**src/kab_pkg.sv**
```systemverilog
package kab_pkg;

  localparam int unsigned TYPE_W  = 2;
  localparam int unsigned NODE_W  = 16;
  localparam int unsigned VAL_W   = 17;
  localparam int unsigned COUNT_W = 17;

  localparam logic [VAL_W-1:0]   VAL_NONE    = '1;
  localparam logic [COUNT_W-1:0] COUNT_RESET = 17'd1;

  typedef enum logic [TYPE_W-1:0] {
    REQ_LOAD  = 2'd0,
    REQ_BUILD = 2'd1,
    REQ_QUERY = 2'd2
  } req_type_e;

  typedef enum logic [3:0] {
    ST_IDLE,
    ST_DISPATCH,
    ST_ROOT,
    ST_BRD,
    ST_BMID,
    ST_BUP,
    ST_QSTEP,
    ST_QWAIT,
    ST_DONE
  } state_e;

  typedef enum logic [1:0] {
    ADDR_IDX,
    ADDR_CUR,
    ADDR_NODE,
    ADDR_RDATA
  } addr_sel_e;

  typedef enum logic [1:0] {
    WD_PARENT,
    WD_NONE,
    WD_RDATA
  } wdata_sel_e;

  typedef enum logic [1:0] {
    RES_ZERO,
    RES_NONE,
    RES_CUR,
    RES_RDATA
  } res_sel_e;

  typedef enum logic [2:0] {
    LVL_HOLD,
    LVL_CLEAR,
    LVL_INC,
    LVL_DEC,
    LVL_TOP
  } lvl_op_e;

  typedef enum logic [1:0] {
    IDX_HOLD,
    IDX_CLEAR,
    IDX_ONE,
    IDX_INC
  } idx_op_e;

  typedef struct packed {
    logic       latch_req;
    logic       mem_rd;
    logic       mem_wr;
    addr_sel_e  addr_sel;
    logic       lvl_plus;
    wdata_sel_e wdata_sel;
    lvl_op_e    lvl_op;
    idx_op_e    idx_op;
    logic       cur_node;
    logic       cur_rdata;
    logic       res_load;
    res_sel_e   res_sel;
    logic       out_load;
  } cmd_t;

  typedef struct packed {
    logic [TYPE_W-1:0] req_type;
    logic              count_zero;
    logic              count_le1;
    logic              query_bad;
    logic              node_in_range;
    logic              lvl_zero;
    logic              lvl_top;
    logic              lvl_next_top;
    logic              idx_last;
    logic              step_bit;
    logic              rd_is_node;
  } status_t;

endpackage

```
**src/kab_ctrl.sv**
```systemverilog
module kab_ctrl (
  input  logic             clk_i,
  input  logic             rst_ni,
  input  logic             req_valid_i,
  output logic             req_ready_o,
  input  logic             rsp_ready_i,
  output logic             rsp_valid_o,
  input  kab_pkg::status_t status_i,
  output kab_pkg::cmd_t    cmd_o
);

  kab_pkg::state_e state_q, state_d;
  logic            out_valid_q, out_valid_d;

  always_ff @(posedge clk_i or negedge rst_ni) begin
    if (!rst_ni) begin
      state_q     <= kab_pkg::ST_IDLE;
      out_valid_q <= 1'b0;
    end else begin
      state_q     <= state_d;
      out_valid_q <= out_valid_d;
    end
  end

  always_comb begin
    state_d = state_q;
    cmd_o   = '0;
    case (state_q)
      kab_pkg::ST_IDLE: begin
        if (req_valid_i) begin
          cmd_o.latch_req = 1'b1;
          cmd_o.lvl_op    = kab_pkg::LVL_CLEAR;
          state_d         = kab_pkg::ST_DISPATCH;
        end
      end
      kab_pkg::ST_DISPATCH: begin
        case (status_i.req_type)
          kab_pkg::REQ_LOAD: begin
            cmd_o.addr_sel  = kab_pkg::ADDR_NODE;
            cmd_o.wdata_sel = kab_pkg::WD_PARENT;
            cmd_o.lvl_op    = kab_pkg::LVL_CLEAR;
            cmd_o.mem_wr    = status_i.node_in_range;
            cmd_o.res_load  = 1'b1;
            cmd_o.res_sel   = kab_pkg::RES_ZERO;
            state_d         = kab_pkg::ST_DONE;
          end
          kab_pkg::REQ_BUILD: begin
            if (status_i.count_zero) begin
              cmd_o.res_load = 1'b1;
              cmd_o.res_sel  = kab_pkg::RES_ZERO;
              state_d        = kab_pkg::ST_DONE;
            end else begin
              cmd_o.lvl_op = kab_pkg::LVL_CLEAR;
              cmd_o.idx_op = kab_pkg::IDX_CLEAR;
              state_d      = kab_pkg::ST_ROOT;
            end
          end
          kab_pkg::REQ_QUERY: begin
            if (status_i.query_bad) begin
              cmd_o.res_load = 1'b1;
              cmd_o.res_sel  = kab_pkg::RES_NONE;
              state_d        = kab_pkg::ST_DONE;
            end else begin
              cmd_o.cur_node = 1'b1;
              cmd_o.lvl_op   = kab_pkg::LVL_TOP;
              state_d        = kab_pkg::ST_QSTEP;
            end
          end
          default: begin
            cmd_o.res_load = 1'b1;
            cmd_o.res_sel  = kab_pkg::RES_ZERO;
            state_d        = kab_pkg::ST_DONE;
          end
        endcase
      end
      kab_pkg::ST_ROOT: begin
        cmd_o.mem_wr    = 1'b1;
        cmd_o.addr_sel  = kab_pkg::ADDR_IDX;
        cmd_o.wdata_sel = kab_pkg::WD_NONE;
        if (status_i.lvl_top) begin
          cmd_o.lvl_op = kab_pkg::LVL_CLEAR;
          cmd_o.idx_op = kab_pkg::IDX_ONE;
          if (status_i.count_le1) begin
            cmd_o.res_load = 1'b1;
            cmd_o.res_sel  = kab_pkg::RES_ZERO;
            state_d        = kab_pkg::ST_DONE;
          end else begin
            state_d = kab_pkg::ST_BRD;
          end
        end else begin
          cmd_o.lvl_op = kab_pkg::LVL_INC;
        end
      end
      kab_pkg::ST_BRD: begin
        cmd_o.mem_rd   = 1'b1;
        cmd_o.addr_sel = kab_pkg::ADDR_IDX;
        state_d        = kab_pkg::ST_BMID;
      end
      kab_pkg::ST_BMID, kab_pkg::ST_BUP: begin
        if (state_q == kab_pkg::ST_BMID && status_i.rd_is_node) begin
          cmd_o.mem_rd   = 1'b1;
          cmd_o.addr_sel = kab_pkg::ADDR_RDATA;
          state_d        = kab_pkg::ST_BUP;
        end else begin
          cmd_o.mem_wr    = 1'b1;
          cmd_o.addr_sel  = kab_pkg::ADDR_IDX;
          cmd_o.lvl_plus  = 1'b1;
          cmd_o.wdata_sel = (state_q == kab_pkg::ST_BUP) ? kab_pkg::WD_RDATA
                                                         : kab_pkg::WD_NONE;
          state_d         = kab_pkg::ST_BRD;
          if (!status_i.idx_last) begin
            cmd_o.idx_op = kab_pkg::IDX_INC;
          end else if (status_i.lvl_next_top) begin
            cmd_o.res_load = 1'b1;
            cmd_o.res_sel  = kab_pkg::RES_ZERO;
            state_d        = kab_pkg::ST_DONE;
          end else begin
            cmd_o.lvl_op = kab_pkg::LVL_INC;
            cmd_o.idx_op = kab_pkg::IDX_ONE;
          end
        end
      end
      kab_pkg::ST_QSTEP: begin
        if (status_i.step_bit) begin
          cmd_o.mem_rd   = 1'b1;
          cmd_o.addr_sel = kab_pkg::ADDR_CUR;
          state_d        = kab_pkg::ST_QWAIT;
        end else if (status_i.lvl_zero) begin
          cmd_o.res_load = 1'b1;
          cmd_o.res_sel  = kab_pkg::RES_CUR;
          state_d        = kab_pkg::ST_DONE;
        end else begin
          cmd_o.lvl_op = kab_pkg::LVL_DEC;
        end
      end
      kab_pkg::ST_QWAIT: begin
        if (!status_i.rd_is_node) begin
          cmd_o.res_load = 1'b1;
          cmd_o.res_sel  = kab_pkg::RES_NONE;
          state_d        = kab_pkg::ST_DONE;
        end else if (status_i.lvl_zero) begin
          cmd_o.res_load = 1'b1;
          cmd_o.res_sel  = kab_pkg::RES_RDATA;
          state_d        = kab_pkg::ST_DONE;
        end else begin
          cmd_o.cur_rdata = 1'b1;
          cmd_o.lvl_op    = kab_pkg::LVL_DEC;
          state_d         = kab_pkg::ST_QSTEP;
        end
      end
      kab_pkg::ST_DONE: begin
        if (!out_valid_q || rsp_ready_i) begin
          cmd_o.out_load = 1'b1;
          state_d        = kab_pkg::ST_IDLE;
        end
      end
      default: begin
        state_d = kab_pkg::ST_IDLE;
      end
    endcase
  end

  always_comb begin
    if (cmd_o.out_load) begin
      out_valid_d = 1'b1;
    end else if (rsp_ready_i) begin
      out_valid_d = 1'b0;
    end else begin
      out_valid_d = out_valid_q;
    end
  end

  assign req_ready_o = (state_q == kab_pkg::ST_IDLE);
  assign rsp_valid_o = out_valid_q;

endmodule

```
**config.mk**
```make
export PLATFORM = sky130hd
export DESIGN_NAME = kab_ctrl
export DESIGN_NICKNAME = d
export VERILOG_FILES = /design/src/kab_pkg.sv /design/src/kab_ctrl.sv
export SDC_FILE = /design/constraint.sdc
export NUM_CORES = 1
export LEC_CHECK = 0
export ABC_AREA = 1
export BUFFER_PORTS_ARGS = -buffer_cell sky130_fd_sc_hd__buf_2
export CAP_MARGIN = 5
export CORE_UTILIZATION = 31
export DETAILED_ROUTE_END_ITERATION = 8
export PLACE_DENSITY_LB_ADDON = 0.12
export SYNTH_ARGS = -nofsm -noshare
export SYNTH_HDL_FRONTEND = slang
export SYNTH_SLANG_ARGS = --single-unit
```
**constraint.sdc**
```tcl
create_clock -name clk_i -period 1.2 [get_ports clk_i]
set_input_delay 0.06 -clock clk_i [delete_from_list [all_inputs] [get_ports clk_i]]
set_output_delay 0.06 -clock clk_i [all_outputs]
set_load 0.01 [all_outputs]
```
Word-level counts from Yosys, hierarchy flattened
Index checks and enable logic that the tools add are counted.

$add $sub $neg: 0. Multiply operators: 0. Divide/modulo/power cells: 0. Order comparisons: 0. Eq/ne operators: 14. Shift-type cells: 0. Mux-type cells: 68. Bitwise operators: 0. Reductions and logical operators: 8.

Operator list (number): $mux W4 (14); $mux W3 (15); $pmux W4 S8 (1); $mux W1 (18); $mux W2 (9); $pmux W3 S6 (1); $eq A4 B3 Y1 const B (4); $pmux W3 S5 (1); $pmux W2 S3 (2); $pmux W3 S3 (1); $eq A4 B2 Y1 const B (2); $mux W8 (1); $pmux W4 S2 (1); $ne A2 B2 Y1 const B (3); $pmux W1 S3 (2); $pmux W3 S2 (1); $eq A4 B1 Y1 const B (1); $eq A4 B4 Y1 const B (1); $logic_not A4 Y1 (1); $pmux W2 S2 (1); $reduce_and A4 Y1 (1); $ne A3 B3 Y1 const B (1); $eq A2 B1 Y1 const B (1); $eq A2 B2 Y1 const B (1); 6 further kinds (6).

Flip-flop bits (word level): 5. Bits in latches: 0. Bits in writable memories: 0. ROM bits: 0. Input bits: 16. Output and inout port bits: 21. Logic and storage cells: 92. Memories kept: 0.

Logic depth before layout (Yosys ltp)
Gate-level depths: netlist of the first run.

Word-level depth: 5. Mapped depth: 10. Gate-level depth less buffers: 10.

Least setup slack after synthesis of the first run
OpenSTA, ideal clock, no wires.

Path kind: reg2out. Start: register state_q[2]. End: output port cmd_o[8] (netlist name). Data arrival time: 1.174 ns. Required time: 1.140 ns. Path slack: -0.034 ns. Stages on the path, launching flop included: 8. Path buffers: 0. Cells stage by stage: dfrtp_1 -> inv_1 -> nand2_1 -> nor2_1 -> nand2_1 -> inv_1 -> a21oi_1 -> nand4_1.

RTL lines: start, declared (RTL line kab_ctrl.sv:12) `kab_pkg::state_e state_q, state_d;`; start signal, assigned (RTL line kab_ctrl.sv:17) `state_q <= kab_pkg::ST_IDLE;`; start signal, assigned (RTL line kab_ctrl.sv:20) `state_q <= state_d;`; end, declared (RTL line kab_ctrl.sv:9) `output kab_pkg::cmd_t cmd_o`.

==> impl_metrics.json, run 1 <==
{
  "status": "finished with violations",
  "violations": "setup timing",
  "firstDrtPassIters": 4,
  "cts_tree": "done",
  "post-route-period-util_pct": 139,
  "worstSetupPathType": "reg -> out",
  "nFillCells": 194,
  "crit_path_frequent_cell": "nand4_1",
  "die_area_mm2": 0.00245,
  "synth_ff_type": "dfrtp_1",
  "critPathMaxStageDelay_ns": 0.43,
  "yosys_warnings": 0,
  "power_w": 0.00283,
  "avgSynthCellArea_um2": 5.70,
  "final-hold-violation-count": 0,
  "rsz0062_at_grt": "yes",
  "fin_util_pct": 68.3,
  "synth_area_um2": 701,
  "cts_max_path_buffers": 2,
  "fin_nets": 214,
  "drive_gt1_share_pct": 58.0,
  "ant_nets": 0,
  "antennaDiodeCount": 0,
  "syn_nets": 143,
  "fin_worst_skew_ns": 0.00303,
  "synth_cell_types": 20,
  "setup-tns-final_ns": -6.75,
  "portBuffers": 36,
  "crit_fanout": 4,
  "grt_pass1_wl_um": 4220,
  "p_leak_nw": 0.850,
  "ys_ff_latch": 5,
  "crit_slowest_cell": "dfrtp_2",
  "hold_class": "in -> reg",
  "place.gp.congestion": 0.834,
  "drtIter0Drc": 24,
  "synthMostInstantiatedCell": "nand2_1",
  "routed_wl_um": 2820,
  "min_period_ns": 1.66,
  "cp_data_arrival_time_ns": 1.60,
  "max_freq_mhz": 602,
  "synthTopCellsByArea": "nand2_1 (18%), dfrtp_1 (18%), inv_1 (13%)",
  "setup_viol": 24,
  "relSlewSlack_pct": 84.3,
  "drv_cap": 0,
  "cp-start-kind": "flip-flop",
  "grt_pass1_vias": 994,
  "dp.cells": 198,
  "die_w_um": 49.5,
  "clk_pin_slew_ns": 0.04,
  "powerDensity_mw_per_mm2": 2030,
  "vias": 1038,
  "antenna_found_initial": 0,
  "grt_max_degree": 6,
  "yosys.area.top_type": "nand2_1",
  "numCtsBuffers": 3,
  "insertion_delay_ns": 0.24,
  "ctsHtreeMaxLevel": 1,
  "syn2layout_area_growth_pct": 99.1,
  "die_h_um": 49.5,
  "ys_seq_area_share_pct": 17.9,
  "viasPerCell": 4.72,
  "rows": 16,
  "layout.cells.non_filler": 220,
  "routedWlPerCell_um": 12.8,
  "ios": 37,
  "clock_sinks": 5,
  "fin_ws_ns": -0.462,
  "dpl.hpwl_um": 1690,
  "async_flop_share_pct": 100,
  "core_mm2": 0.00204,
  "drv_slew": 0,
  "root_buffer": "clkbuf_4",
  "ir_drop_uv": 1380,
  "overflow": 0,
  "yosysTopAreaCellShare_pct": 18.2,
  "tightest_slew_ns": 0.235,
  "required_ns": 1.14,
  "synth_common_cells": "nand2_1 (34), inv_1 (24), nor2_1 (13), nand3_1 (10)",
  "synth_edf_count": 0,
  "track_usage_pct": 22.0,
  "end_kind": "output pin",
  "synthCells": 123,
  "start_util_pct": 34.3,
  "preCtsSetupSlack_ns": -0.164,
  "route.detailed.drc": 0,
  "crit_path_cell_trace": "buf_6 > nor2_4 > nand4_1 > buf_4 > nand4_1 > buf_2"
}
==> stage by stage <==
| step | cell area, um^2 | hold slack [ns] |
|---|---|---|
| global route | 1400 | 0.0403 |
| detailed placement | 1010 | -0.121 |
| floorplan | 703 | -0.236 |
| finish | 1400 | 0.0245 |
| global placement | 1010 | -0.122 |
| CTS | 1300 | 0.0230 |
==> cell families (layout without fill, tap and decap cells) <==
group | after synthesis | after routing | share of synthesized area [%]
buf+inv | 29 | 99 | 16.1
fa+ha+maj | 4 | 4 | 7.14
simple gates | 76 | 76 | 52.0
flops | 5 | 5 | 17.9
compound gates | 9 | 9 | 6.96
==> timing repair <==
action                                  in CTS  in global routing
pin swaps                                   17                  5
endpoints found under the setup margin      24                 25
endpoints found under the hold margin        5                  0
hold buffers                                 1                  0
cloned                                       0                  0
setup buffers                               12                  7
resized for setup                           44                 14
==> cells in the final DEF (no fill, tap or decap) <==
| cell type | netlist | routed |
|---|---|---|
| buf_2 | 0 | 30 |
| nand2_1 | 34 | 29 |
| buf_4 | 1 | 20 |
| inv_1 | 24 | 19 |
| buf_6 | 0 | 16 |
| nor2_1 | 13 | 8 |
| inv_2 | 4 | 7 |
| nor2_4 | 2 | 7 |
| nand3_1 | 10 | 7 |
| nand2_2 | 4 | 5 |
| nand2_4 | 0 | 4 |
| o21ai_0 | 5 | 4 |
| ha_1 | 4 | 4 |
| nand4_1 | 3 | 3 |
| nor2_2 | 3 | 3 |
| nand3_2 | 2 | 3 |
| clkbuf_4 | 0 | 3 |
| dfrtp_2 | 0 | 3 |
| nand3_4 | 0 | 2 |
| inv_4 | 0 | 2 |
| nor3_4 | 0 | 2 |
| nor3_2 | 1 | 2 |
| dfrtp_1 | 5 | 2 |
| a21oi_2 | 0 | 1 |
| o21ai_1 | 0 | 1 |
| o22ai_2 | 0 | 1 |
| o31ai_2 | 0 | 1 |
| nand3b_1 | 1 | 1 |
| a21oi_1 | 2 | 1 |
| clkbuf_1 | 0 | 1 |
| dlygate4sd3_1 | 0 | 1 |
==> per-layer routing <==
layer  GRT usage [%]  vias up  part of all wire, %
li1                -      521                    -
met1            28.4      477                   43
met2            37.6       38                   52
met3            2.47        2                  4.3
met4            7.62        0                 0.82
met5               0        -                    0
==> cell type report <==
cell class                 count  area (um^2)  area share [%]
clock buffer                   4         26.3            1.88
inverter                      28          110            7.89
multi-input combinational     89          606            43.4
sequential                     5          129            9.24
tap                           27         33.8            2.42
timing repair buffer          67          490            35.2
==> report_power, final <==
group          switching (W)  leakage (nW)  internal [W]  total (W)
Clock              0.0000673        0.0150      0.000126   0.000193
Combinational        0.00117         0.773       0.00111    0.00228
Sequential          0.000110        0.0621      0.000253   0.000363
Total                0.00135         0.850       0.00148    0.00283
==> state kept, by name, summed over array words and instances (netlist names) <==
| signal | flops |
|---|---|
| state_q | 4 |
| rsp_valid_o | 1 |
==> critical path: cells and delay by family (launching register included) <==
kind | cells | cell delay, ns
flops | 1 | 0.43
simple gates | 3 | 0.45
buf+inv | 3 | 0.48
==> worst paths after layout <==
kind | depth (start not counted) | slack, ns | endpoint | from
hold reg to reg | 2 | 0.57 | rsp_valid_o$_DFFE_PN0P_ | rsp_valid_o$_DFFE_PN0P_
hold / removal | 2 | 0.02 | rsp_valid_o$_DFFE_PN0P_ | rsp_ready_i
setup reg to reg | 9 | -0.34 | state_q[1]$_DFFE_PN0P_ | state_q[3]$_DFFE_PN0P_
setup / recovery | 6 | -0.46 | cmd_o[8] | state_q[3]$_DFFE_PN0P_
max in group asynchronous | 2 | 0.89 | state_q[0]$_DFFE_PN0P_ | rst_ni
min in group asynchronous | 2 | 0.17 | state_q[2]$_DFFE_PN0P_ | rst_ni
No activity file was read; power rests on OpenSTA's default activity.
==> inputs of run 2 (changes only) <==
--- a/config.mk
+++ b/config.mk
@@ -11,6 +11,7 @@
 export CORE_UTILIZATION = 31
 export DETAILED_ROUTE_END_ITERATION = 8
 export PLACE_DENSITY_LB_ADDON = 0.12
+export SKIP_CTS_REPAIR_TIMING = 1
 export SYNTH_ARGS = -nofsm -noshare
 export SYNTH_HDL_FRONTEND = slang
 export SYNTH_SLANG_ARGS = --single-unit
==> impl_metrics.json, run 2 (synthesis gave the netlist of run 1 again) <==
{
  "status": "finished with violations",
  "violations": "setup timing",
  "drv_cap": 0,
  "cts_tree": "done",
  "viasPerCell": 4.59,
  "ctsHtreeMaxLevel": 1,
  "layout_commonest_cell": "buf_2",
  "die_h_um": 49.5,
  "required_ns": 1.14,
  "tightest_slew_ns": 0.296,
  "relSlewSlack_pct": 80.1,
  "worstSetupPathType": "reg -> out",
  "clock_sinks": 5,
  "antenna_found_initial": 0,
  "hold_class": "in -> reg",
  "grt_pass1_wl_um": 3270,
  "final_cell_mix": "buf_2 (34), nand2_1 (32), inv_1 (23)",
  "syn2layout_area_growth_pct": 77.5,
  "holdCritStartpoint": "rsp_ready_i",
  "setup-tns-final_ns": -6.34,
  "layout.cells.non_filler": 211,
  "antennaDiodeCount": 0,
  "r2r_slack_ns": -0.22,
  "ios": 37,
  "insertion_delay_ns": 0.24,
  "min_period_ns": 1.60,
  "fin_util_pct": 60.9,
  "fin_nets": 205,
  "cp-start-kind": "flip-flop",
  "numCtsBuffers": 3,
  "ir_drop_uv": 1150,
  "max_freq_mhz": 625,
  "holdPathEnd": "rsp_valid_o$_DFFE_PN0P_",
  "end_kind": "output pin",
  "crit_fanout": 4,
  "cp_data_arrival_time_ns": 1.54,
  "rsz0062_at_grt": "yes",
  "overflow": 0,
  "start_util_pct": 34.3,
  "routed_wl_um": 2370,
  "place.gp.congestion": 0.834,
  "drv_slew": 0,
  "dpl.hpwl_um": 1690,
  "route.detailed.drc": 0,
  "die_area_mm2": 0.00245,
  "top_register": "state_q",
  "drive_gt1_share_pct": 48.9,
  "drtIter0Drc": 14,
  "dp.cells": 198,
  "ant_nets": 0,
  "rr_startpoint": "state_q[3]$_DFFE_PN0P_",
  "holdPathStages": 2,
  "routedWlPerCell_um": 11.2,
  "clk_pin_slew_ns": 0.04,
  "startpoint": "state_q[1]$_DFFE_PN0P_",
  "grt_max_degree": 7,
  "die_w_um": 49.5,
  "setup_viol": 24,
  "root_buffer": "clkbuf_4",
  "grt_pass1_vias": 824,
  "fin_ws_ns": -0.401,
  "p_leak_nw": 0.785,
  "fin_worst_skew_ns": 0.00207,
  "r2r_end": "state_q[1]$_DFFE_PN0P_",
  "cts_max_path_buffers": 2,
  "powerDensity_mw_per_mm2": 1950,
  "final-hold-violation-count": 0,
  "largest_register_ffs": 4,
  "post-route-period-util_pct": 133,
  "vias": 969,
  "track_usage_pct": 16.8,
  "portBuffers": 36,
  "whs_ns": 0.0259,
  "rows": 16,
  "firstDrtPassIters": 5,
  "core_mm2": 0.00204,
  "r2r_cells": 8
}
## run 2: cell types whose count changed in the layout (fill, tap and decap cells not counted), sizes merged
cell / before / now
buf: 66 / 57
## run 2: stage by stage
step	total power (W)	setup WS, ns	instance area [um^2]
final	0.00243	-0.401	1240
after floorplan	0.00115	0.00483	703
after CTS	0.00196	-0.427	1030
after global routing	0.00264	-0.483	1240
after detailed placement	0.00175	-0.164	1010
after global placement	0.00175	-0.167	1010
## run 2: worst max-delay path by stage
stage                        endpoint  slack, ns
2_1_floorplan  state_q[3]$_DFFE_PN0P_      0.005
3_3_place_gp                 cmd_o[3]      -0.17
3_5_place_dp                 cmd_o[3]      -0.16
4_1_cts                      cmd_o[3]      -0.43
5_1_grt                      cmd_o[9]      -0.48
6_report                     cmd_o[8]      -0.40
## run 2: where the power goes
part           switching [W]  internal, W  leakage [nW]
Clock              0.0000673     0.000126        0.0150
Sequential          0.000124     0.000253        0.0621
Combinational        0.00101     0.000844         0.708
## run 2: worst max-delay path: stages (launching register included)
cell     delay [ns]
dfrtp_1        0.41
inv_2          0.11
buf_6          0.14
nand3_4        0.11
inv_4          0.05
buf_6          0.11
a21oi_2        0.13
nand4_1        0.10
buf_2          0.15
## run 2: layer usage
metal | part of all wire [%] | GRT usage (%) | vias up
met4 | 2.8 | 4.76 | 0
met5 | 0 | 0 | -
met2 | 46 | 27.0 | 42
met3 | 6.5 | 1.54 | 8
met1 | 45 | 23.6 | 414
li1 | - | - | 505
## run 2: cell type report
| cell class | count | area [um^2] |
|---|---|---|
| Inverter | 28 | 110 |
| Timing Repair Buffer | 58 | 387 |
| Fill cell | 213 | 798 |
| Tap cell | 27 | 33.8 |
| Clock buffer | 4 | 26.3 |
| Sequential cell | 5 | 129 |
| Multi-Input combinational cell | 89 | 558 |
